--- config.mk ---
export PLATFORM = sky130hd
export DESIGN_NAME = servo_bus_frame_deframer
export DESIGN_NICKNAME = d
export VERILOG_FILES = /design/src/hdl/sbfd_pkg.sv /design/src/hdl/sbfd_front.sv /design/src/hdl/sbfd_queue.sv /design/src/hdl/sbfd_back.sv /design/src/hdl/servo_bus_frame_deframer.sv
export VERILOG_INCLUDE_DIRS = /design/src /design/src/hdl
export SDC_FILE = /design/constraint.sdc
export NUM_CORES = 1
export LEC_CHECK = 0
export BUFFER_PORTS_ARGS = -buffer_cell sky130_fd_sc_hd__buf_2
export CELL_PAD_IN_SITES_DETAIL_PLACEMENT = 1
export CELL_PAD_IN_SITES_GLOBAL_PLACEMENT = 2
export CORE_ASPECT_RATIO = 0.75
export CORE_MARGIN = 1
export CORE_UTILIZATION = 48
export DETAILED_ROUTE_END_ITERATION = 10
export HOLD_SLACK_MARGIN = 0.12
export PLACE_DENSITY = 0.79
export SYNTH_ARGS = -nofsm -noshare
export SYNTH_HDL_FRONTEND = slang
export SYNTH_HIERARCHICAL = 1
export SYNTH_SLANG_ARGS = --single-unit
export TNS_END_PERCENT = 10
--- constraint.sdc ---
create_clock -name clk -period 3.56 [get_ports clk]
set_clock_uncertainty 0.2 [all_clocks]
set_input_delay 0.712 -clock clk [delete_from_list [all_inputs] [get_ports clk]]
set_output_delay 0.712 -clock clk [all_outputs]
set_load 0.005 [all_outputs]
--- src/hdl/servo_bus_frame_deframer_assert.svh ---
// Assertion macros used by the frame deframer queue.
`ifndef SERVO_BUS_FRAME_DEFRAMER_ASSERT_SVH
`define SERVO_BUS_FRAME_DEFRAMER_ASSERT_SVH

// Property that must hold on every clock edge out of reset.
`define SBFD_CHECK(lbl, clk, rst_n, prop, msg) \
    lbl: assert property (@(posedge clk) disable iff (!rst_n) (prop)) \
        else $error(msg);

// Antecedent in one cycle forces consequent in the next.
`define SBFD_CHECK_NEXT(lbl, clk, rst_n, ante, cons, msg) \
    lbl: assert property (@(posedge clk) disable iff (!rst_n) (ante) |=> (cons)) \
        else $error(msg);

`endif

--- src/hdl/sbfd_pkg.sv ---
// Shared constants, types and helpers for the frame deframer.
`timescale 1ns / 1ps

package sbfd_pkg;

    localparam int MAX_PAYLOAD = 16;
    localparam logic [7:0] HDR_BYTE = 8'h55;
    localparam int IDX_W = 4;
    localparam int CNT_W = 5;
    localparam int QDEPTH = 2;
    localparam int QPTR_W = $clog2(QDEPTH);
    localparam int QCNT_W = $clog2(QDEPTH + 1);
    localparam int MEM_DEPTH = QDEPTH * MAX_PAYLOAD;
    localparam int ADDR_W = $clog2(MEM_DEPTH);

    typedef struct packed {
        logic [7:0]       id;
        logic [7:0]       cmd;
        logic [CNT_W-1:0] kept;
        logic             trunc;
    } frame_desc_t;

    typedef struct packed {
        logic              we;
        logic [ADDR_W-1:0] waddr;
        logic [7:0]        wdata;
        logic              push;
        frame_desc_t       desc;
    } front_wr_t;

    typedef struct packed {
        logic              ren;
        logic [ADDR_W-1:0] raddr;
        logic              pop;
    } back_rd_t;

    function automatic logic [ADDR_W-1:0] bank_addr(input logic [QPTR_W-1:0] slot,
                                                    input logic [IDX_W-1:0]  idx);
        bank_addr = ADDR_W'(slot) * ADDR_W'(MAX_PAYLOAD) + ADDR_W'(idx);
    endfunction

endpackage

--- src/hdl/sbfd_front.sv ---
// Byte parser: header hunt, field capture, checksum and frame hand-off.
`timescale 1ns / 1ps

module sbfd_front (
    input  logic                        clk,
    input  logic                        rst_n,
    input  logic                        accept,
    input  logic [7:0]                  rx_byte,
    input  logic                        end_of_chunk,
    input  logic [sbfd_pkg::QPTR_W-1:0] wr_slot,
    output sbfd_pkg::front_wr_t         wr
);
    import sbfd_pkg::*;

    localparam logic [2:0] PH_HUNT1 = 3'd0;
    localparam logic [2:0] PH_HUNT2 = 3'd1;
    localparam logic [2:0] PH_ID    = 3'd2;
    localparam logic [2:0] PH_LEN   = 3'd3;
    localparam logic [2:0] PH_CMD   = 3'd4;
    localparam logic [2:0] PH_DATA  = 3'd5;
    localparam logic [2:0] PH_CHECK = 3'd6;

    logic [2:0] phase_reg, phase_next;
    logic [7:0] id_reg, id_next;
    logic [7:0] len_reg, len_next;
    logic [7:0] cmd_reg, cmd_next;
    logic [7:0] seen_reg, seen_next;
    logic [7:0] sum_reg, sum_next;
    logic [7:0] total;
    logic       trunc;

    // length counts the command byte
    assign total = len_reg - 8'd1;
    assign trunc = total > 8'(MAX_PAYLOAD);

    always_comb
    begin
        phase_next = phase_reg;
        id_next    = id_reg;
        len_next   = len_reg;
        cmd_next   = cmd_reg;
        seen_next  = seen_reg;
        sum_next   = sum_reg;
        wr         = '0;
        wr.wdata   = rx_byte;
        wr.waddr   = bank_addr(wr_slot, seen_reg[IDX_W-1:0]);
        wr.desc.id    = id_reg;
        wr.desc.cmd   = cmd_reg;
        wr.desc.trunc = trunc;
        wr.desc.kept  = trunc ? CNT_W'(MAX_PAYLOAD) : total[CNT_W-1:0];
        if (accept)
        begin
            unique case (phase_reg)
                PH_HUNT1:
                begin
                    if (rx_byte == HDR_BYTE)
                    begin
                        phase_next = PH_HUNT2;
                    end
                end
                PH_HUNT2:
                begin
                    phase_next = (rx_byte == HDR_BYTE) ? PH_ID : PH_HUNT1;
                end
                PH_ID:
                begin
                    id_next    = rx_byte;
                    sum_next   = rx_byte;
                    phase_next = PH_LEN;
                end
                PH_LEN:
                begin
                    len_next   = rx_byte;
                    sum_next   = sum_reg + rx_byte;
                    phase_next = (rx_byte == 8'd0) ? PH_HUNT1 : PH_CMD;
                end
                PH_CMD:
                begin
                    cmd_next   = rx_byte;
                    sum_next   = sum_reg + rx_byte;
                    seen_next  = 8'd0;
                    phase_next = (len_reg == 8'd1) ? PH_CHECK : PH_DATA;
                end
                PH_DATA:
                begin
                    wr.we     = seen_reg < 8'(MAX_PAYLOAD);
                    sum_next  = sum_reg + rx_byte;
                    seen_next = seen_reg + 8'd1;
                    if ({1'b0, seen_reg} + 9'd2 >= {1'b0, len_reg})
                    begin
                        phase_next = PH_CHECK;
                    end
                end
                PH_CHECK:
                begin
                    wr.push    = (~sum_reg == rx_byte);
                    phase_next = PH_HUNT1;
                end
                default:
                begin
                    phase_next = PH_HUNT1;
                end
            endcase
            if (end_of_chunk)
            begin
                phase_next = PH_HUNT1;
            end
        end
    end

    always_ff @(posedge clk or negedge rst_n)
    begin
        if (!rst_n)
        begin
            phase_reg <= PH_HUNT1;
            id_reg    <= '0;
            len_reg   <= '0;
            cmd_reg   <= '0;
            seen_reg  <= '0;
            sum_reg   <= '0;
        end
        else
        begin
            phase_reg <= phase_next;
            id_reg    <= id_next;
            len_reg   <= len_next;
            cmd_reg   <= cmd_next;
            seen_reg  <= seen_next;
            sum_reg   <= sum_next;
        end
    end

endmodule

--- src/hdl/sbfd_queue.sv ---
// Two-slot frame queue with one payload bank per slot.
`timescale 1ns / 1ps
`include "servo_bus_frame_deframer_assert.svh"

module sbfd_queue (
    input  logic                        clk,
    input  logic                        rst_n,
    input  sbfd_pkg::front_wr_t         wr,
    input  sbfd_pkg::back_rd_t          rd,
    output logic                        full,
    output logic                        q_valid,
    output sbfd_pkg::frame_desc_t       head,
    output logic [sbfd_pkg::QPTR_W-1:0] wr_slot,
    output logic [sbfd_pkg::QPTR_W-1:0] rd_slot,
    output logic [7:0]                  rdata
);
    import sbfd_pkg::*;

    logic [7:0]        mem [MEM_DEPTH];
    frame_desc_t       desc_q [QDEPTH];
    logic [7:0]        rdata_reg;
    logic [QPTR_W-1:0] wr_ptr_reg, wr_ptr_next;
    logic [QPTR_W-1:0] rd_ptr_reg, rd_ptr_next;
    logic [QCNT_W-1:0] count_reg, count_next;

    // payload banks
    always_ff @(posedge clk)
    begin
        if (wr.we)
        begin
            mem[wr.waddr] <= wr.wdata;
        end
        if (rd.ren)
        begin
            rdata_reg <= mem[rd.raddr];
        end
    end

    always_ff @(posedge clk)
    begin
        if (wr.push)
        begin
            desc_q[wr_ptr_reg] <= wr.desc;
        end
    end

    always_comb
    begin
        wr_ptr_next = wr_ptr_reg;
        rd_ptr_next = rd_ptr_reg;
        count_next  = count_reg;
        if (wr.push)
        begin
            wr_ptr_next = (wr_ptr_reg == QPTR_W'(QDEPTH - 1)) ? '0 : wr_ptr_reg + 1'b1;
        end
        if (rd.pop)
        begin
            rd_ptr_next = (rd_ptr_reg == QPTR_W'(QDEPTH - 1)) ? '0 : rd_ptr_reg + 1'b1;
        end
        priority if (wr.push && !rd.pop)
        begin
            count_next = count_reg + 1'b1;
        end
        else if (rd.pop && !wr.push)
        begin
            count_next = count_reg - 1'b1;
        end
    end

    always_ff @(posedge clk or negedge rst_n)
    begin
        if (!rst_n)
        begin
            wr_ptr_reg <= '0;
            rd_ptr_reg <= '0;
            count_reg  <= '0;
        end
        else
        begin
            wr_ptr_reg <= wr_ptr_next;
            rd_ptr_reg <= rd_ptr_next;
            count_reg  <= count_next;
        end
    end

    assign full    = (count_reg == QCNT_W'(QDEPTH));
    assign q_valid = (count_reg != '0);
    assign head    = desc_q[rd_ptr_reg];
    assign wr_slot = wr_ptr_reg;
    assign rd_slot = rd_ptr_reg;
    assign rdata   = rdata_reg;

    `SBFD_CHECK(a_count_bound, clk, rst_n, count_reg <= QCNT_W'(QDEPTH), "queue overfilled")
    `SBFD_CHECK(a_no_push_full, clk, rst_n, !(wr.push && full), "frame pushed while full")
    `SBFD_CHECK(a_no_pop_empty, clk, rst_n, !(rd.pop && !q_valid), "pop from empty queue")
    `SBFD_CHECK_NEXT(a_pop_moves, clk, rst_n, rd.pop && !wr.push, count_reg == $past(count_reg) - 1'b1, "pop lost")

endmodule

--- src/hdl/sbfd_back.sv ---
// Result sequencer: walks the kept payload of the head frame, output register.
`timescale 1ns / 1ps

module sbfd_back (
    input  logic                        clk,
    input  logic                        rst_n,
    input  logic                        q_valid,
    input  sbfd_pkg::frame_desc_t       head,
    input  logic [sbfd_pkg::QPTR_W-1:0] rd_slot,
    input  logic [7:0]                  rdata,
    output sbfd_pkg::back_rd_t          rd,
    input  logic                        pop,
    output logic                        empty,
    output logic [7:0]                  servo_id,
    output logic [7:0]                  command,
    output logic [4:0]                  payload_count,
    output logic [3:0]                  byte_index,
    output logic [7:0]                  data_byte,
    output logic                        has_data,
    output logic                        truncated,
    output logic                        last
);
    import sbfd_pkg::*;

    logic [IDX_W-1:0] idx_reg, idx_next;
    logic             s1_valid_reg, s1_valid_next;
    logic             out_valid_reg, out_valid_next;
    frame_desc_t      s1_desc_reg, out_desc_reg;
    logic [IDX_W-1:0] s1_idx_reg, out_idx_reg;
    logic             s1_has_reg, out_has_reg;
    logic             s1_last_reg, out_last_reg;
    logic [7:0]       out_data_reg;
    logic             out_ready, s1_ready, issue, has, last_item, s1_move;

    assign out_ready = !out_valid_reg || pop;
    assign s1_ready  = !s1_valid_reg || out_ready;
    assign issue     = q_valid && s1_ready;
    assign s1_move   = s1_valid_reg && out_ready;
    assign has       = (head.kept != '0);
    assign last_item = !has || (CNT_W'(idx_reg) + 1'b1 == head.kept);

    always_comb
    begin
        rd.ren   = issue;
        rd.raddr = bank_addr(rd_slot, idx_reg);
        rd.pop   = issue && last_item;
        idx_next = idx_reg;
        if (issue)
        begin
            idx_next = last_item ? '0 : idx_reg + 1'b1;
        end
        s1_valid_next  = issue || (s1_valid_reg && !out_ready);
        out_valid_next = s1_move || (out_valid_reg && !pop);
    end

    always_ff @(posedge clk or negedge rst_n)
    begin
        if (!rst_n)
        begin
            idx_reg       <= '0;
            s1_valid_reg  <= 1'b0;
            out_valid_reg <= 1'b0;
        end
        else
        begin
            idx_reg       <= idx_next;
            s1_valid_reg  <= s1_valid_next;
            out_valid_reg <= out_valid_next;
        end
    end

    // payload path, no reset
    always_ff @(posedge clk)
    begin
        if (issue)
        begin
            s1_desc_reg <= head;
            s1_idx_reg  <= has ? idx_reg : '0;
            s1_has_reg  <= has;
            s1_last_reg <= last_item;
        end
        if (s1_move)
        begin
            out_desc_reg <= s1_desc_reg;
            out_idx_reg  <= s1_idx_reg;
            out_has_reg  <= s1_has_reg;
            out_last_reg <= s1_last_reg;
            out_data_reg <= s1_has_reg ? rdata : 8'd0;
        end
    end

    assign empty         = !out_valid_reg;
    assign servo_id      = out_desc_reg.id;
    assign command       = out_desc_reg.cmd;
    assign payload_count = out_desc_reg.kept;
    assign byte_index    = out_idx_reg;
    assign data_byte     = out_data_reg;
    assign has_data      = out_has_reg;
    assign truncated     = out_desc_reg.trunc;
    assign last          = out_last_reg;

endmodule

--- src/hdl/servo_bus_frame_deframer.sv ---
// Top level of the servo bus frame deframer.
`timescale 1ns / 1ps
//
//  channel  | direction | handshake                  | payload
//  ---------+-----------+----------------------------+------------------------------------
//  input    | in        | push / full                | rx_byte, end_of_chunk
//  result   | out       | empty / pop                | servo_id, command, payload_count,
//           |           |                            | byte_index, data_byte, has_data,
//           |           |                            | truncated, last
//
//  The parser takes one byte per cycle; a transaction on the input side
//  always completes in the cycle it is offered unless full is high.
//  A verified frame holds one of two queue slots (each with its own payload
//  bank) until the sequencer has issued its whole run of max(kept, 1) results,
//  one per cycle unless pop stalls, set by the single read port of the payload memory.
//  full rises only while two verified frames are waiting; result stalls on
//  pop back up through the read stage and output register into that queue.
//  Reset clears the parser, queue pointers and valid flags; no clearing pass.

module servo_bus_frame_deframer (
    input  logic       clk,
    input  logic       rst_n,
    input  logic       push,
    output logic       full,
    input  logic [7:0] rx_byte,
    input  logic       end_of_chunk,
    output logic       empty,
    input  logic       pop,
    output logic [7:0] servo_id,
    output logic [7:0] command,
    output logic [4:0] payload_count,
    output logic [3:0] byte_index,
    output logic [7:0] data_byte,
    output logic       has_data,
    output logic       truncated,
    output logic       last
);
    import sbfd_pkg::*;

    front_wr_t         wr;
    back_rd_t          rd;
    frame_desc_t       head;
    logic [QPTR_W-1:0] wr_slot;
    logic [QPTR_W-1:0] rd_slot;
    logic [7:0]        rdata;
    logic              q_valid;
    logic              accept;

    // input transaction
    assign accept = push && !full;

    sbfd_front u_front (
        .clk          (clk),
        .rst_n        (rst_n),
        .accept       (accept),
        .rx_byte      (rx_byte),
        .end_of_chunk (end_of_chunk),
        .wr_slot      (wr_slot),
        .wr           (wr)
    );

    sbfd_queue u_queue (
        .clk     (clk),
        .rst_n   (rst_n),
        .wr      (wr),
        .rd      (rd),
        .full    (full),
        .q_valid (q_valid),
        .head    (head),
        .wr_slot (wr_slot),
        .rd_slot (rd_slot),
        .rdata   (rdata)
    );

    sbfd_back u_back (
        .clk           (clk),
        .rst_n         (rst_n),
        .q_valid       (q_valid),
        .head          (head),
        .rd_slot       (rd_slot),
        .rdata         (rdata),
        .rd            (rd),
        .pop           (pop),
        .empty         (empty),
        .servo_id      (servo_id),
        .command       (command),
        .payload_count (payload_count),
        .byte_index    (byte_index),
        .data_byte     (data_byte),
        .has_data      (has_data),
        .truncated     (truncated),
        .last          (last)
    );

endmodule

==> reports/metrics.csv <==
stage;metric;value;unit
global_route;first-pass GRT wire length;62300;um
sta;fin crit period;3.30;ns
worst_hold_path;hold crit path type;reg2reg;
run_status;status;finished with violations;
worst_setup_path;cell mode on critical path;buf_4;
sta;final setup vio count;0;
power_and_ir_drop;Max rail drop VDD;0.444;mV
power_and_ir_drop;PnR Total Power;13.6;mW
power_and_ir_drop;Switching Power;3.55;mW
worst_setup_path;CP max FO;8;
worst_setup_path;worst r2r path cells;8;
route;Vias;9022;
final_layout;Post-layout nets;1079;
logic_synthesis;Yosys reg bits;425;
global_route;Overall Global Routing Usage;23.6;%
sta;Max-slew headroom;38.6;%
power_and_ir_drop;switching share of power;26.2;%
sta;Slew @ Worst Pin;0.921;ns
power_and_ir_drop;Power Dens Cells;688;mW/mm^2
final_layout;number of diodes;0;
worst_setup_path;Reg-to-Reg End;u_queue/mem[0][6];
clock_network;Worst-path clk slew;0.06;ns
clock_network;Longest Clk Path Bufs;3;
worst_setup_path;Critical Path RT;3.62;ns
global_route;initial antenna violation count;5;
route;WL per Instance;26.9;um
final_layout;Final Util;56.3;%
logic_synthesis;synth warn;6;
clock_network;H-Tree Depth;2;
clock_network;Skew-Pair Late Insertion Delay;0.56;ns
logic_synthesis;top_reg_cell synth;edfxtp_1;
logic_synthesis;number of synthesized flops with an enable pin;372;
floorplan;Die X;221;um
logic_synthesis;Post-Syn Area;0.0172;mm^2
logic_synthesis;Cell variety after synth;69;
power_and_ir_drop;Clk network pwr share;34.3;%
floorplan;row count;59;
route;post-route ant nets;0;
route;Post-Route WL;41300;um
placement;Placed Area;0.0183;mm^2
worst_setup_path;Crit path largest cell delay;0.61;ns
sta;Max Freq;0.303;GHz
global_route;GRT Residual Overflow;0;
floorplan;die area;0.0367;mm^2
logic_synthesis;syn avg cell area;18.4;um^2
final_layout;Layout area overhead;14.4;%
final_layout;Finished Cell Area;0.0197;mm^2
worst_hold_path;depth of the worst hold-timing path;0;
floorplan;I/O pins;51;
worst_setup_path;WS Path Type;reg2reg;
global_route;vias in the first global route;9373;
sta;final setup TNS;0;ns
worst_setup_path;startpoint types;flop;
clock_network;Gates resized, CTS repair;0;
worst_setup_path;R2R Path Start;u_queue/count_reg[1];
placement;RePlAce Congestion;0.824;
sta;Slew Viols, Final;0;
logic_synthesis;Post-synth ARST share;12.5;%
clock_network;post-CTS setup buffers;0;
floorplan;Core ar.;0.0350;mm^2
route;Initial DRC Count;771;
logic_synthesis;register area share after synthesis;72.5;%
route;First-pass DRT Iterations;8;
sta;Final Hold Fails;0;
global_route;largest net degree at the start of global routing;66;
power_and_ir_drop;share of power burned in registers;45.4;%
worst_setup_path;slowest CP cell;or3b_2;
placement;Port Buffers;50;
sta;final clock period utilization by the worst path;92.8;%
worst_setup_path;CP delay by family, top;simple AND/OR/NAND/NOR gates;
final_layout;Largest register FFs;256;
worst_setup_path;Critical Path, Cell by Cell;nor2b_1 -> nor2b_4 -> or4b_2 -> nor3_1 -> buf_4 -> or3b_2 -> nor2_1 -> buf_4;
clock_network;CTS tree;done;
worst_hold_path;Min-Delay Endpoint;u_back/byte_index[3];
sta;worst hold margin;0.217;ns
placement;DP HPWL;26100;um
worst_setup_path;R2R Setup Slk;0.26;ns
final_layout;layout cells sized above 1;29.8;%
floorplan;Starting Density;49.2;%
worst_setup_path;WP buf/inv;2;
flow_run;Max Cap Violations;0;
logic_synthesis;Syn Nets;969;
worst_setup_path;Critical Path Source;u_queue/count_reg[1];
sta;unrepaired setup endpoints after global routing;no;
clock_network;CTS Root Cell;clkbuf_16;
power_and_ir_drop;Int Pwr;10.0;mW
floorplan;die height;166;um
run_status;failing checks;design-rule violations;
worst_hold_path;hold_sp;u_back/s1_idx_reg[3];
worst_setup_path;CP endpoint kind;flop;
power_and_ir_drop;leakage;6.91;nW
route;DRC Markers;7;
worst_setup_path;Crit path arrival time;3.36;ns
power_and_ir_drop;Gate power share;20.3;%
logic_synthesis;Mapped Cells;934;
clock_network;CTS Buf Count;42;
route;vias per cell;5.89;
clock_network;clk sinks;425;
[through the flow]
stage | cells | worst slack, ns
finish | 1533 | 0.257
global route | 1533 | 0.123
CTS | 1533 | 0.275
detailed placement | 1456 | 0.0551
floorplan | 934 | 0.174
global placement | 1456 | 0.119
[cell usage after synthesis, types with 15 or more instances]
master / count / area [um^2]
a21oi_1: 16 / 80.1
nand3_1: 15 / 75.1
nor2_1: 53 / 199
mux2_2: 41 / 462
inv_1: 25 / 93.8
xor2_1: 16 / 140
and2_1: 17 / 106
buf_4: 25 / 188
nand2_1: 45 / 169
ha_1: 21 / 263
mux4_2: 80 / 1800
edfxtp_1: 372 / 11200
dfrtp_1: 53 / 1330
[cell type report]
class	count	area [um^2]
clock buffers	54	1130
clock inverters	22	315
inverters	25	93.8
fillers	3177	15300
flip-flops and latches	425	12500
repair buffers	114	758
well taps	457	572
multi-input cells	436	4350
[cells in the final DEF, fill, tap and decap left out, types with 6 or more instances in the layout]
master	count
clkbuf_16	42
mux2_2	41
nand3b_1	6
a21oi_1	16
nor3_1	6
nor2_1	53
o21ai_0	13
and2_1	17
ha_1	21
edfxtp_1	372
mux4_2	80
dfrtp_1	51
clkinv_2	6
buf_4	61
xnor2_1	11
clkbuf_1	9
bufinv_16	7
nand2_1	45
buf_2	50
nor2b_1	6
nand3_1	15
inv_1	25
xor2_1	16
[timing repair]
item / 4_1_cts / 5_1_grt
endpoints found under the setup margin: 0 / 0
hold endpoints to repair: 32 / 0
hold buffers: 1 / 0
[worst max path at each step]
stage               depth (start not counted)              endpoint  slack [ns]
finish                                      8     u_queue/mem[0][6]        0.26
detailed placement                          8     u_queue/mem[0][6]        0.06
floorplan                                   6     u_queue/mem[0][0]        0.17
global placement                            8    u_queue/mem[24][5]        0.12
CTS                                         8     u_queue/mem[0][6]        0.28
global route                               11  u_queue/count_reg[1]        0.12
[worst reg2reg max path, stage by stage, from the launching register on]
cell	delay (ns)
dfrtp_1	0.40
nor2b_1	0.18
nor2b_4	0.19
or4b_2	0.60
nor3_1	0.21
buf_4	0.17
or3b_2	0.61
nor2_1	0.22
buf_4	0.21
[metal layers]
metal  global-route usage [%]  vias to the layer above  share of wire, %
met2                     34.0                      320                45
met4                     5.39                        2               1.8
met5                        0                        -             0.031
met3                     5.44                       59               7.8
li1                         -                     3884                 -
met1                     36.4                     4757                46
[power by group through the flow]
stage	sequential [mW]	clock, mW	combinational [mW]
floorplan	6.18	0	1.99
global placement	6.24	0	2.69
global route	6.21	4.89	2.95
CTS	6.17	4.74	2.76
detailed placement	6.27	0	2.75
finish	6.17	4.65	2.75
[cells by family after synthesis]
logic type,after synthesis,share of synthesized area [%]
DFF,425,72.5
and+or+nand+nor,186,5.53
muxes,128,13.6
AOI/OAI and AO/OA,73,3.06
buffers and inverters,73,2.27
xor gates and xnor gates,27,1.37
adders and majority gates,22,1.64
(Power assumes the default switching activity.)
